`src/hdl/sphe_pkg.sv`:
```
// Shared types and constants of the sparse polynomial Horner evaluator.
`timescale 1ns / 1ps

package sphe_pkg;

    // Field widths fixed by the item format
    localparam int POLY_W  = 3;
    localparam int EXPO_W  = 6;
    localparam int DATA_W  = 16;
    localparam int ACC_W   = 48;
    localparam int PROD_W  = 64;

    // Operation codes of an input item
    localparam logic [1:0] OP_INSERT = 2'd0;
    localparam logic [1:0] OP_EVAL   = 2'd1;
    localparam logic [1:0] OP_READ   = 2'd2;

    // Status codes of a result item
    localparam logic [1:0] ST_OK  = 2'd0;
    localparam logic [1:0] ST_DUP = 2'd1;
    localparam logic [1:0] ST_SAT = 2'd2;

    // Saturation limits of the Q40.8 accumulator
    localparam logic [ACC_W-1:0] ACC_MAX = 48'h7FFF_FFFF_FFFF;
    localparam logic [ACC_W-1:0] ACC_MIN = 48'h8000_0000_0000;

    // Depth of the command queue between front and back
    localparam int CMDQ_DEPTH = 2;

    // Work kind decided by the front; K_ZERO answers value 0, status ok
    typedef enum logic [1:0] {
        K_ZERO,
        K_INSERT,
        K_EVAL,
        K_READ
    } t_kind;

    typedef struct packed {
        t_kind              kind;
        logic [POLY_W-1:0]  poly;
        logic [EXPO_W-1:0]  expo;
        logic [DATA_W-1:0]  coef;
        logic [DATA_W-1:0]  x;
    } t_cmd;

    typedef enum logic [2:0] {
        BS_CLEAR,
        BS_IDLE,
        BS_LOOKUP,
        BS_EVAL,
        BS_DONE
    } t_bstate;

endpackage

```
`src/hdl/sphe_cmd_fifo.sv`:
```
// Short command queue between the front end and the execution engine.
`timescale 1ns / 1ps

module sphe_cmd_fifo (
    input  logic            i_clk,
    input  logic            i_rst_n,
    input  logic            i_push,
    input  sphe_pkg::t_cmd  i_cmd,
    input  logic            i_pop,
    output sphe_pkg::t_cmd  o_cmd,
    output logic            o_empty,
    output logic            o_full
);

    localparam int PTR_W = (sphe_pkg::CMDQ_DEPTH > 1) ? $clog2(sphe_pkg::CMDQ_DEPTH) : 1;
    localparam int CNT_W = $clog2(sphe_pkg::CMDQ_DEPTH + 1);
    localparam logic [PTR_W-1:0] LAST_P = PTR_W'(sphe_pkg::CMDQ_DEPTH - 1);
    localparam logic [CNT_W-1:0] FULL_C = CNT_W'(sphe_pkg::CMDQ_DEPTH);

    sphe_pkg::t_cmd   r_slot [sphe_pkg::CMDQ_DEPTH];
    logic [PTR_W-1:0] r_wptr, n_wptr;
    logic [PTR_W-1:0] r_rptr, n_rptr;
    logic [CNT_W-1:0] r_count, n_count;

    assign o_cmd   = r_slot[r_rptr];
    assign o_empty = (r_count == '0);
    assign o_full  = (r_count == FULL_C);

    always_comb begin
        n_wptr  = r_wptr;
        n_rptr  = r_rptr;
        n_count = r_count;
        if (i_push) begin
            n_wptr = (r_wptr == LAST_P) ? '0 : r_wptr + 1'b1;
        end
        if (i_pop) begin
            n_rptr = (r_rptr == LAST_P) ? '0 : r_rptr + 1'b1;
        end
        if (i_push && !i_pop) begin
            n_count = r_count + 1'b1;
        end else if (i_pop && !i_push) begin
            n_count = r_count - 1'b1;
        end
    end

    always_ff @(posedge i_clk) begin
        if (!i_rst_n) begin
            r_wptr  <= '0;
            r_rptr  <= '0;
            r_count <= '0;
        end else begin
            r_wptr  <= n_wptr;
            r_rptr  <= n_rptr;
            r_count <= n_count;
        end
    end

    always_ff @(posedge i_clk) begin
        if (i_push) begin
            r_slot[r_wptr] <= i_cmd;
        end
    end

endmodule

```
`config.mk`:
```
export PLATFORM = sky130hd
export DESIGN_NAME = sphe_cmd_fifo
export DESIGN_NICKNAME = d
export VERILOG_FILES = /design/src/hdl/sphe_pkg.sv /design/src/hdl/sphe_cmd_fifo.sv
export SDC_FILE = /design/constraint.sdc
export NUM_CORES = 1
export LEC_CHECK = 0
export ABC_AREA = 1
export BUFFER_PORTS_ARGS = -buffer_cell sky130_fd_sc_hd__buf_2
export CAP_MARGIN = 20
export CORE_ASPECT_RATIO = 0.6
export CORE_MARGIN = 10
export CORE_UTILIZATION = 40
export CTS_BUF_LIST = sky130_fd_sc_hd__clkbuf_8
export DETAILED_ROUTE_END_ITERATION = 8
export PLACE_DENSITY = 0.72
export SLEW_MARGIN = 0
export SYNTH_ARGS = -nofsm -noshare
export SYNTH_HDL_FRONTEND = slang
export SYNTH_SLANG_ARGS = --single-unit
```
`constraint.sdc`:
```
create_clock -name i_clk -period 4 [get_ports i_clk]
set_input_delay 0.2 -clock i_clk [delete_from_list [all_inputs] [get_ports i_clk]]
set_output_delay 0.2 -clock i_clk [all_outputs]
set_load 0.01 [all_outputs]
```
; Word-level counts from Yosys, hierarchy flattened
; Memories as Yosys holds them, arrays and structs flattened. A register that Yosys moved wholly into a read port is not among the register bits.
; Index checks and enable logic that the tools add are counted.
[word_totals]
reg_bits = 4
latchBits = 0
ram_bits = 86
romBits = 0
inputBits = 47
out_inout_bits = 45
wordCells = 23
memories = 1
[classes]
add_sub_neg = 4
multipliers = 0
div = 0
magnitude_cmp = 0
n_eq_ne = 1
n_shift = 0
muxes = 8
bitwise_logic = 0
n_reduce_logical = 6
[memory_table]
columns = name, words, width, rd, rd_clocked_by_memory_dff, wr, line_no
row1 = r_slot, 2, 43, 1, 1, 1, sphe_cmd_fifo.sv:20  ; sphe_pkg::t_cmd r_slot [sphe_pkg::CMDQ_DEPTH];
[op_table]
columns = operator, count
row1 = $mux W1, 6
row2 = $mux W2, 2
row3 = $add A1 B1 Y1 const B, 2
row4 = $add A2 B1 Y2 const B, 1
row5 = $eq A2 B2 Y1 const B, 1
row6 = $logic_and A1 B1 Y1, 2
row7 = $logic_not A1 Y1, 2
row8 = $logic_not A2 Y1, 1
row9 = $reduce_bool A2 Y1, 1
row10 = $sub A2 B1 Y2 const B, 1

; Depth between registers and ports, before layout
; Gate-level depths: netlist of run 1.
[depth]
ltp_word = 4
depth_mapped = 8
ltp_nobuf = 8

; Worst setup path after synthesis of run 1
; OpenSTA, ideal clock, no wires.
[synth_path]
kind = register to register
start = register r_wptr
end = memory r_slot[0][0] (netlist name) (enable)
setup_ns = 0.444
arrival_time_ns = 2.130
required_ns = 3.556
slack_ns = 1.426
stages_incl_launch_ff = 2
synth_period_minus_slack_ns = 2.574
cell_sequence = dfxtp_1 nor2_1
[synth_lines]
columns = element, line_no
row1 = start: declaration, sphe_cmd_fifo.sv:21  ; logic [PTR_W-1:0] r_wptr, n_wptr;
row2 = start signal: assignment, sphe_cmd_fifo.sv:52  ; r_wptr <= n_wptr;
row3 = end: declaration, sphe_cmd_fifo.sv:20
; Straight into the memory's write port.

==> qor.csv, run 1 <==
stage,metric,value,unit
run_status,outcome,"finished, final reports clean",
sta,final-report setup violation count,0,
power_and_ir_drop,pwr dens,448.5,nW/um^2
placement,Placer Congestion,0.6793,
clock_tree,post-CTS clock slew at the launch and capture registers of the worst setup and hold paths,80,ps
clock_tree,Clock Tree Buf Depth,2,
cells_and_area,fraction of final layout cells with drive strength greater than 1,55.00,%
floorplan,Die ar.,13120,sq um
logic_synthesis,proportion of synthesized area in mux cells,17.94,%
clock_tree,clock tree from TritonCTS,done,
floorplan,placement row count,26,
detailed_routing,count of unresolved DRC violations after routing,0,
floorplan,width of the die,141.4,um
logic_synthesis,synthesized-area fraction occupied by and/or/nand/nor cells,2.123,%
logic_synthesis,share of the synthesized netlist area taken by xor and xnor gates,0,%
global_route,wire length of the first global-routing pass,10.13,mm
clock_tree,number of buffers inserted by post-CTS setup repair,0,
placement,port bufs,91,
detailed_routing,Total Wirelength,6.609,mm
floorplan,placeable core region,8556,sq um
logic_synthesis,main combinational cell family by area after synthesis,multiplexers,
floorplan,boundary pin count,92,
critical_path,kind of end point of the critical path,primary output,
clock_tree,CTS Sinks,91,
cells_and_area,register cell area after layout,2684,sq um
logic_synthesis,Synth Area per Inst,20.92,sq um
cells_and_area,fillcell total,733,
min_path,min-delay worst type,in -> reg,
critical_path,Worst Setup Path Type,reg -> out,
cells_and_area,signed area change from the synthesized netlist to the final layout,22.36,%
sta,final sum of negative setup slack,0,ps
logic_synthesis,Post-Syn Area,3536,sq um
detailed_routing,average wire per standard cell,16.86,um
clock_tree,hold_buf cts,6,
floorplan,die height,92.83,um
logic_synthesis,synthesis warning total,0,
detailed_routing,post-detailed-route count of antenna-violating nets,0,
logic_synthesis,count of cell types in the netlist,14,
detailed_routing,via count of the routed design,1777,
critical_path,Required @ worst endpoint,3800,ps
critical_path,crit-path max FO,30,
cells_and_area,count of antenna diodes in the layout,0,
sta,worst clock skew on the final layout,7.053,ps
logic_synthesis,fraction of the mapped netlist area in compound gates,0.2831,%
sta,Worst Tran Pin Value,1048,ps
clock_tree,Clock Root Buffer,sky130_fd_sc_hd__clkbuf_8,
logic_synthesis,Synthesized Nets,217,
critical_path,signal arrival time at the worst endpoint,2330,ps
global_route,GRT Total Usage,10.05,%
power_and_ir_drop,total power consumption of the routed design,1.941,mW
placement,post-detail-place hpwl,4.644,mm
cells_and_area,multi-input combinational cell area,739.5,sq um
sta,Max transition margin,30.16,%
clock_tree,Inserted Clock Buffers,9,
clock_tree,Clock Latency Late Sink,360,ps
clock_tree,number of H-tree branching levels,3,
detailed_routing,vias per inst,4.533,
global_route,GRT Residual Overflow,0,
job,count of maximum capacitance violations,0,
global_route,antenna violations before repair,0,
sta,number of max-slew violations in the final report,0,
clock_tree,cts repair resizes,0,
cells_and_area,final net count,323,
power_and_ir_drop,leakage power,1.753,nW
sta,final period demand of the worst path,2530,ps
floorplan,Initial Utilization,41.33,%
sta,number of hold-slack violations in the final timing report,0,
global_route,maximum number of pins on one net before global-route repair,44,
sta,RSZ-0062 raised after global routing,no,
sta,Fmax,0.3953,GHz
logic_synthesis,fraction of the yosys area taken by sequential cells,75.87,%
logic_synthesis,synthesized netlist cell count,169,
global_route,vias in the first global route,2018,
detailed_routing,DR pass1 iterations,4,
logic_synthesis,"post-synthesis share of cell area spent on full adders, half adders and majority gates",0.3539,%
sta,final cycle utilization of the critical path,63.24,%
detailed_routing,DRC violation total after the first TritonRoute iteration,114,
power_and_ir_drop,worst voltage drop across the vdd grid,247.0,uV
critical_path,startpoint class of the critical path,register,
logic_synthesis,number of storage elements in the synthesis netlist,91,
-- Yosys cell counts --
cell / instances / area [sq um]
sky130_fd_sc_hd__edfxtp_1: 86 / 2582
sky130_fd_sc_hd__mux2_4: 40 / 600.6
sky130_fd_sc_hd__nor2_1: 9 / 33.78
sky130_fd_sc_hd__inv_1: 8 / 30.03
sky130_fd_sc_hd__nand2_1: 8 / 30.03
sky130_fd_sc_hd__dfxtp_1: 5 / 100.1
sky130_fd_sc_hd__buf_12: 4 / 80.08
sky130_fd_sc_hd__mux2_2: 3 / 33.78
sky130_fd_sc_hd__a21oi_1: 1 / 5.000
sky130_fd_sc_hd__buf_6: 1 / 11.26
sky130_fd_sc_hd__ha_1: 1 / 12.51
sky130_fd_sc_hd__nand3_1: 1 / 5.000
sky130_fd_sc_hd__nand4_1: 1 / 6.260
sky130_fd_sc_hd__o21ai_0: 1 / 5.000
-- cells by family (layout without fill, tap and decap cells) --
family                     after synthesis  after routing
and+or+nand+nor                         19             19
AOI/OAI and AO/OA                        2              2
muxes                                   43             43
adders and majority gates                1              1
DFF                                     91             91
buffers and inverters                   13            124
-- stage by stage --
step                      setup slack (ps)  hold slack [ps]  utilization (%)  instances  cell area, sq um
final                                 1470            30.11            50.57        392              4327
after detailed placement              1825            391.9            47.50        369              4064
after CTS                             1411           0.6313            50.45        391              4317
after global routing                  1344            2.569            50.57        392              4327
after floorplan                       1426            298.9                -        169              3536
after global placement                1861            388.8            47.50        369              4064
-- report_power, final --
part	internal, mW	switching, mW	total [mW]
clock	0.287	0.310	0.597
combinational	0.116	0.101	0.217
sequential	1.10	0.0270	1.13
total	1.50	0.438	1.94
-- registers in the layout, summed over array words and instances (netlist names), named ones only --
register / flops
r_slot: 86
r_count: 2
r_rptr: 1
r_wptr: 1
-- critical path, stage by stage (launching register included) --
cell and delay [ps]:
sky130_fd_sc_hd__dfxtp_2 1030, sky130_fd_sc_hd__buf_4 430, sky130_fd_sc_hd__mux2_2 360, sky130_fd_sc_hd__buf_2 140
-- final timing paths --
kind | startpoint | endpoint | slack (ps) | depth (start not counted)
worst max-delay path | register | o_cmd[23] | 1470 | 3
worst min-delay path | i_cmd[3] | r_slot[1][3] | 30 | 1
worst max register to register | r_wptr | r_slot[1][40] | 2380 | 2
worst min register to register | r_rptr | r_rptr | 500 | 2
-- final cells by class --
| cell class | instances | share of cell area [%] |
|---|---|---|
| well taps | 112 | 3.239 |
| inverters | 8 | 0.6940 |
| multi-input cells | 65 | 17.09 |
| repair buffers | 100 | 12.49 |
| clock inverters | 7 | 1.591 |
| clock buffers | 9 | 2.863 |
| flip-flops and latches | 91 | 62.03 |
-- metal layers --
metal  track usage, %  up-vias  share of wire [%]
met5                0        -                  0
li1                 -      851                  -
met4            3.814        0                1.3
met1            11.56      848                 44
met2            15.22       68                 45
met3            5.864       10                 10
-- layout by cell type, fill, tap and decap left out, drive strengths merged, types with 3 or more instances in the layout --
| cell | netlist | routed |
|---|---|---|
| inv | 8 | 10 |
| dlygate4sd3 | 0 | 7 |
| clkbuf | 0 | 9 |
| buf | 5 | 93 |
| edfxtp | 86 | 86 |
| nor2 | 9 | 9 |
| mux2 | 43 | 43 |
| nand2 | 8 | 8 |
| dfxtp | 5 | 5 |
| clkinv | 0 | 3 |
Power figures use the tool's default switching activity.
==> run 2: changes to the inputs <==
PLACE_DENSITY = 0.75   (was 0.72)
clock period = 2.2 ns   (was 4 ns; I/O delays follow)
==> qor.csv, run 2 (synthesized netlist as in run 1, its figures left out) <==
stage,metric,value,unit,change
detailed_routing,DRC violation total after the first TritonRoute iteration,55,,-52%
power_and_ir_drop,worst voltage drop across the vdd grid,389.1,uV,+58%
detailed_routing,Total Wirelength,6.897,mm,+4.4%
placement,Placer Congestion,0.7065,,+4.0%
clock_tree,Inserted Clock Buffers,9,,unchanged
placement,port bufs,91,,unchanged
floorplan,placeable core region,8556,sq um,unchanged
placement,placed cell count,373,,+1.1%
sta,RSZ-0062 raised after global routing,no,,
critical_path,R2R depth,2,,unchanged
floorplan,boundary pin count,92,,unchanged
critical_path,startpoint class of the critical path,register,,
clock_tree,cts repair resizes,0,,unchanged
critical_path,Worst Setup Path Type,reg -> out,,
critical_path,slowest cell on the critical path,sky130_fd_sc_hd__buf_4,,
sta,final cycle utilization of the critical path,76.17,%,
clock_tree,Clock Tree Buf Depth,2,,unchanged
cells_and_area,signed area change from the synthesized netlist to the final layout,33.40,%,
global_route,maximum number of pins on one net before global-route repair,25,,-43%
cells_and_area,final net count,364,,+13%
sta,final period demand of the worst path,1676,ps,
power_and_ir_drop,power share of the clock group,29.5,%,-1.3 points
critical_path,Worst R2R Setup Slack,730,ps,-1650 ps
cells_and_area,count of antenna diodes in the layout,0,,unchanged
detailed_routing,DR pass1 iterations,4,,unchanged
critical_path,CP Cell Sequence,buf_4 -> mux2_4 -> buf_2,,
detailed_routing,post-detailed-route count of antenna-violating nets,0,,unchanged
cells_and_area,count of non-filler cells in the finished layout,432,,+10%
run_status,outcome,"finished, final reports clean",,
cells_and_area,most common library cell in the layout ignoring fill and taps,sky130_fd_sc_hd__buf_2,,
sta,number of hold-slack violations in the final timing report,0,,unchanged
floorplan,Initial Utilization,41.33,%,unchanged
floorplan,width of the die,141.4,um,unchanged
power_and_ir_drop,total power consumption of the routed design,3.547,mW,+83%
critical_path,crit-path max FO,24,,-20%
sta,final sum of negative setup slack,0,ps,unchanged
global_route,antenna violations before repair,0,,unchanged
cells_and_area,multi-input combinational cell area,739.5,sq um,unchanged
power_and_ir_drop,combinational share of power,13.4,%,+2.2 points
power_and_ir_drop,Sw Pwr,0.7815,mW,+78%
detailed_routing,count of unresolved DRC violations after routing,0,,unchanged
sta,Fmax,0.5967,GHz,
floorplan,Die ar.,13120,sq um,unchanged
cells_and_area,highest-count cells in the layout ignoring fill and taps,"sky130_fd_sc_hd__buf_2, sky130_fd_sc_hd__edfxtp_1, sky130_fd_sc_hd__dlygate4sd3_1",,
sta,Max transition margin,63.55,%,+33 points
clock_tree,Clock Latency Late Sink,350,ps,about the same
critical_path,Required @ worst endpoint,2090,ps,-1710 ps
cells_and_area,register cell area after layout,2684,sq um,unchanged
cells_and_area,largest registers ranked by flip-flop count,"r_slot (86), r_count (2)",,
critical_path,signal arrival time at the worst endpoint,1570,ps,-760 ps
sta,final-report setup violation count,0,,unchanged
critical_path,FF-to-FF End,r_slot[0][14],,
cells_and_area,fraction of final layout cells with drive strength greater than 1,49.06,%,-5.9 points
critical_path,Worst Setup EP,o_cmd[30],,
global_route,GRT Total Usage,10.46,%,+0.42 points
detailed_routing,via count of the routed design,1905,,+7.2%
clock_tree,number of H-tree branching levels,3,,unchanged
power_and_ir_drop,pwr dens,752.0,nW/um^2,+68%
floorplan,die height,92.83,um,unchanged
clock_tree,clock tree from TritonCTS,done,,
power_and_ir_drop,share of total power in sequential cells,57.1,%,-0.9 points
critical_path,"slowest stage delay, CP",380,ps,-650 ps
power_and_ir_drop,Sw Ratio,22.03,%,-0.53 points
floorplan,placement row count,26,,unchanged
cells_and_area,"flip-flop count of the largest register, all copies and words added",86,,unchanged
power_and_ir_drop,leakage power,1.920,nW,+9.5%
clock_tree,post-CTS clock slew at the launch and capture registers of the worst setup and hold paths,80,ps,about the same
global_route,vias in the first global route,2200,,+9.0%
placement,post-detail-place hpwl,4.837,mm,+4.2%
min_path,min-delay worst type,in -> reg,,
detailed_routing,vias per inst,4.410,,-2.7%
job,count of maximum capacitance violations,0,,unchanged
critical_path,kind of end point of the critical path,primary output,,
global_route,GRT Residual Overflow,0,,unchanged
sta,worst clock skew on the final layout,10.14,ps,+3.087 ps
cells_and_area,fillcell total,701,,-4.4%
clock_tree,Clock Root Buffer,sky130_fd_sc_hd__clkbuf_8,,
sta,number of max-slew violations in the final report,0,,unchanged
global_route,wire length of the first global-routing pass,10.74,mm,+6.0%
critical_path,startpoint of the lowest-slack register-to-register path,r_wptr,,
power_and_ir_drop,cell-internal power,2.766,mW,+84%
clock_tree,CTS Sinks,91,,unchanged
detailed_routing,average wire per standard cell,15.97,um,-5.3%
cells_and_area,utilization of the core after routing,55.13,%,+4.6 points
sta,Worst Tran Pin Value,545.4,ps,-502.2 ps
cells_and_area,register name with the most flops,r_slot,,
run 2: cell types whose count changed in the layout (fill, tap and decap cells not counted):
cell,delta
sky130_fd_sc_hd__dlygate4sd3_1,+37
sky130_fd_sc_hd__buf_4,+4
sky130_fd_sc_hd__clkinv_4,-1
sky130_fd_sc_hd__clkinvlp_4,+1
sky130_fd_sc_hd__inv_6,-1
run 2: power by group through the flow:
stage / clock network [mW] / registers (mW) / logic, mW
detailed placement: 0 / 2.06 / 0.424
global placement: 0 / 2.06 / 0.414
floorplan: 0 / 2.06 / 0.271
global route: 1.16 / 2.03 / 0.519
finish: 1.05 / 2.02 / 0.476
CTS: 1.09 / 2.02 / 0.486
run 2: timing repair:
action | in CTS | in global routing
setup buffers | 0 | 0
hold buffers | 44 | 0
endpoints found under the hold margin | 87 | 0
run 2: metal layers:
layer,part of all wire [%],up-vias,GRT usage (%)
li1,-,929,-
met1,42,897,11.67
met2,46,73,16.54
met3,11,6,6.323
met4,0.91,0,3.136
met5,0,-,0
run 2: how the worst min path moves through the flow:
| stage | startpoint | end | depth (start not counted) |
|---|---|---|---|
| floorplan | i_cmd[0] | r_slot[0][0] | 0 |
| global placement | i_cmd[10] | r_slot[1][10] | 1 |
| detailed placement | i_cmd[21] | r_slot[1][21] | 1 |
| CTS | i_pop | register | 3 |
| global route | i_push | r_wptr | 3 |
| finish | i_pop | register | 3 |
run 2: stage by stage:
stage / instance area, sq um / hold slack, ps / setup slack [ps]
floorplan: 3538 / 208.9 / 332.3
global placement: 4094 / 300.4 / 763.8
global route: 4717 / 48.23 / 429.9
finish: 4717 / 37.75 / 524.2
detailed placement: 4094 / 302.7 / 697.8
CTS: 4717 / 13.53 / 471.2
run 2: final cells by class:
class	instances	area share [%]
inverters	8	0.6366
clock buffers	9	2.626
well taps	112	2.971
multi-input cells	65	15.68
repair buffers	141	19.95
flip-flops and latches	91	56.90
clock inverters	6	1.247
run 2: worst max-delay path: cells and delay by family, from the launching register on:
kind	cells	cell delay (ps)
muxes	1	350
DFF	1	330
buffers and inverters	2	520
